===== config.mk =====
export PLATFORM = sky130hd
export DESIGN_NAME = snep_window
export DESIGN_NICKNAME = d
export VERILOG_FILES = /design/src/rtl/core/snep_cell.sv /design/src/rtl/core/snep_window.sv
export SDC_FILE = /design/constraint.sdc
export NUM_CORES = 1
export LEC_CHECK = 0
export CAP_MARGIN = 30
export CORE_ASPECT_RATIO = 1.1
export CORE_MARGIN = 2
export CORE_UTILIZATION = 30
export CTS_CLUSTER_SIZE = 30
export DETAILED_ROUTE_END_ITERATION = 12
export DONT_BUFFER_PORTS = 1
export SLEW_MARGIN = 0
export SYNTH_ARGS = -nofsm -noshare
export SYNTH_HDL_FRONTEND = slang
export SYNTH_SLANG_ARGS = --single-unit
export TNS_END_PERCENT = 50

===== constraint.sdc =====
create_clock -name clk -period 3.2 [get_ports clk]
set_input_delay 0.48 -clock clk [delete_from_list [all_inputs] [get_ports clk]]
set_output_delay 0.48 -clock clk [all_outputs]
set_load 0.03 [all_outputs]

===== src/rtl/core/snep_cell.sv =====
// One point cell of the window chain, passing its point to the next cell on a shift.
module snep_cell #(
	parameter int CW = 24
) (
	input  logic                 clk,
	input  logic                 shift,
	input  logic signed [CW-1:0] in_x,
	input  logic signed [CW-1:0] in_y,
	output logic signed [CW-1:0] x,
	output logic signed [CW-1:0] y
);
	always_ff @(posedge clk) begin
		if (shift) begin
			x <= in_x;
			y <= in_y;
		end
	end
endmodule


===== src/rtl/core/snep_window.sv =====
// Chain of point cells, newest point in cell zero, with one registered read port.
module snep_window #(
	parameter int DEPTH = 17,
	parameter int CW = 24,
	parameter int IDX_W = 5
) (
	input  logic                 clk,
	input  logic                 shift,
	input  logic signed [CW-1:0] new_x,
	input  logic signed [CW-1:0] new_y,
	input  logic [IDX_W-1:0]     rd_idx,
	output logic signed [CW-1:0] rd_x,
	output logic signed [CW-1:0] rd_y
);
	logic signed [CW-1:0] xs [DEPTH];
	logic signed [CW-1:0] ys [DEPTH];

	snep_cell #(.CW(CW)) u_head (
		.clk(clk), .shift(shift), .in_x(new_x), .in_y(new_y), .x(xs[0]), .y(ys[0])
	);

	for (genvar k = 1; k < DEPTH; k++) begin : g_cell
		snep_cell #(.CW(CW)) u_cell (
			.clk(clk), .shift(shift), .in_x(xs[k-1]), .in_y(ys[k-1]),
			.x(xs[k]), .y(ys[k])
		);
	end

	always_ff @(posedge clk) begin
		rd_x <= xs[rd_idx];
		rd_y <= ys[rd_idx];
	end
endmodule


==> impl_metrics.ini <==
[flow_run]
max-cap-violations = 0

[global_route]
grt_pass1_wl_um = 98730
antenna_found_initial = 3
grtUsageTotal_pct = 11.16
grt_start_max_net_pins = 817
gr-total-overflow = 0
grt_pass1_vias = 16180

[timing]
slew_viol_final = 645
fin_skew_ns = 0.01835
period_share_pct = 108.8
finalHoldViolCount = 0
max_freq_ghz = 0.2873
finalSetupTns_ns = -31.23
rsz0062_at_grt = no
fin_crit_ns = 3.480
worst_slack_ns = -0.2803
tightest_slew_ns = 4.399
setup_viol = 196
relSlewSlack_pct = -193.3

[floorplanning]
ios = 103
initial_core_util_pct = 30.34
die_area_mm2 = 0.1116
die_y_um = 350.1
core_area_mm2 = 0.1077
rows = 126
die_x_um = 318.6

[synthesis]
yosys.area_share.simple_pct = 4.021
yosys.area_share.xor_xnor_pct = 0
synthAdderAreaFrac_pct = 0
syn_area_mm2 = 0.03267
netlist_instances = 1837
ys_seq_area_share_pct = 77.95
synthMuxAreaShare_pct = 11.77
synth_top_family_by_area = multiplexers
yosysWarnings = 0
ys_ff_latch = 864
syn_avg_cell_area_um2 = 17.78
synth_compound_gate_area_share_pct = 3.677
yosysUniqueCellTypes = 21
syn-num-nets = 1892

[clock_network]
clk_pin_slew_ns = 0.06
cts_tree = yes
insertion_delay_ns = 0.64
cts_buffers = 87
htreeDepth = 3
cts_root_buf = clkbuf_16
cts.sinks = 864
cts_buffer_depth = 3

[worst_setup_path]
crit_fanout = 816
cp-start-kind = input pin
critPathKind = in2reg
worstPathRequired_ns = 2.29
end_kind = flip-flop
cp.arrival_ns = 2.57

[layout]
nNetsFinal = 1941
final_layout_size_suffix_gt1_share_pct = 7.555
areaGrowthSynthToFinish_pct = 13.60

[placement]
dp_hpwl_um = 31030
io_buffers = 0
routabilityCongestion = 0.7189

[pwr]
ir_drop_uv = 393.0
p_leak_nw = 13.22
total_power_mw = 24.75
power_density_mw_per_mm2 = 667.0

[drt]
antenna_left = 0
vias = 15810
first_pass_iters = 5
viasPerCell = 4.695
drc = 0
wl_um = 63450
wl_per_cell_um = 18.84
initialDrtViolationCount = 1371

[status]
violations = max-slew violations, negative setup slack
status = complete, but fails checks

[min_path]
hold_class = in2reg
==> per-stage QoR <==
stage               area (µm²)  util [%]  setup WS, ns  cells  hold WS (ns)
CTS                      37110     34.46         1.399   3367       0.05431
finish                   37110     34.47       -0.2803   3368        0.1234
global placement         33780     31.37         1.099   3157        0.4292
floorplan                32670         -         1.721   1837        0.4182
detailed placement       33780     31.37         1.071   3157        0.4314
global route             37110     34.47         1.407   3368       0.09042
==> path summary, 6_finish.rpt <==
check | from | end | slack, ns | depth (start not counted)
setup reg to reg | g_cell[2].u_cell.x[10] | rd_x[10] | 2.04 | 4
setup / recovery | shift | g_cell[7].u_cell.y[23] | -0.28 | 0
hold / removal | rd_idx[1] | rd_x[16] | 0.12 | 4
hold reg to reg | g_cell[12].u_cell.y[15] | g_cell[13].u_cell.y[15] | 0.44 | 0
==> final cells by class <==
class | count | area, µm²
tap | 1408 | 1762
sequential | 864 | 25460
antenna | 1 | 2.502
fill | 10050 | 70570
multi-input combinational | 872 | 6391
timing repair buffer | 61 | 640.6
clock buffer | 118 | 2395
clock inverter | 44 | 455.4
==> repair_timing <==
| action | in CTS | in global routing |
|---|---|---|
| resized for setup | 0 | 0 |
| hold buffers | 48 | 0 |
| setup endpoints to repair | 0 | 0 |
| buffers inserted | 0 | 0 |
| endpoints found under the hold margin | 48 | 0 |
==> flip-flops by register name, indices dropped and copies added, names as in the netlist <==
| name | cells |
|---|---|
| rd_x | 24 |
| u_head.x | 24 |
| g_cell.u_cell.y | 384 |
| rd_y | 24 |
| g_cell.u_cell.x | 384 |
| u_head.y | 24 |
==> cell usage in the layout (no fill, tap or decap), types with 2 or more instances in the layout <==
cell type and count:
a22oi_1 96, clkinv_2 15, dlygate4sd3_1 48, clkbuf_1 22, nand3_1 144, a21oi_1 96
buf_4 8, clkinvlp_4 3, inv_16 3, clkbuf_16 88, inv_6 3, clkbuf_8 8
clkinv_1 12, nand2_1 144, buf_12 5, edfxtp_1 816, mux2i_1 384, bufinv_16 7
nor2b_4 2, dfxtp_1 48
==> cells by family after synthesis <==
| kind of cell | count (synthesis) |
|---|---|
| flip-flops | 864 |
| multiplexers | 384 |
| buffers and inverters | 101 |
| AO/OA/AOI/OAI | 192 |
| AND/OR/NAND/NOR | 296 |
==> metal layers <==
layer / up-vias / track usage (%) / part of all wire (%)
met5: - / 0 / 0.033
met2: 335 / 16.98 / 46
met1: 8100 / 15.70 / 47
li1: 7276 / - / -
met3: 99 / 2.569 / 5.1
met4: 4 / 3.753 / 2.3
==> cells in the mapped netlist <==
master,n,area [µm²]
a21oi_1,96,480.5
a22oi_1,96,720.7
and2_1,1,6.260
and3_1,1,6.260
buf_1,4,15.01
buf_12,9,180.2
buf_2,31,155.2
buf_4,7,52.55
buf_6,33,371.6
clkbuf_1,15,56.30
clkbuf_4,2,15.01
dfxtp_1,48,960.9
edfxtp_1,816,24500
mux2i_1,384,3844
nand2_1,144,540.5
nand2b_1,1,6.260
nand3_1,144,720.7
nor2_1,1,3.750
nor2_4,1,11.26
nor2b_1,2,12.51
or2_1,1,6.260
==> power breakdown <==
part / switching (mW) / internal, mW / total (mW)
clock network: 4.35 / 5.86 / 10.2
logic: 0.395 / 0.417 / 0.812
registers: 0.510 / 13.2 / 13.7
total: 5.25 / 19.5 / 24.8
Power figures use the tool's default switching activity.
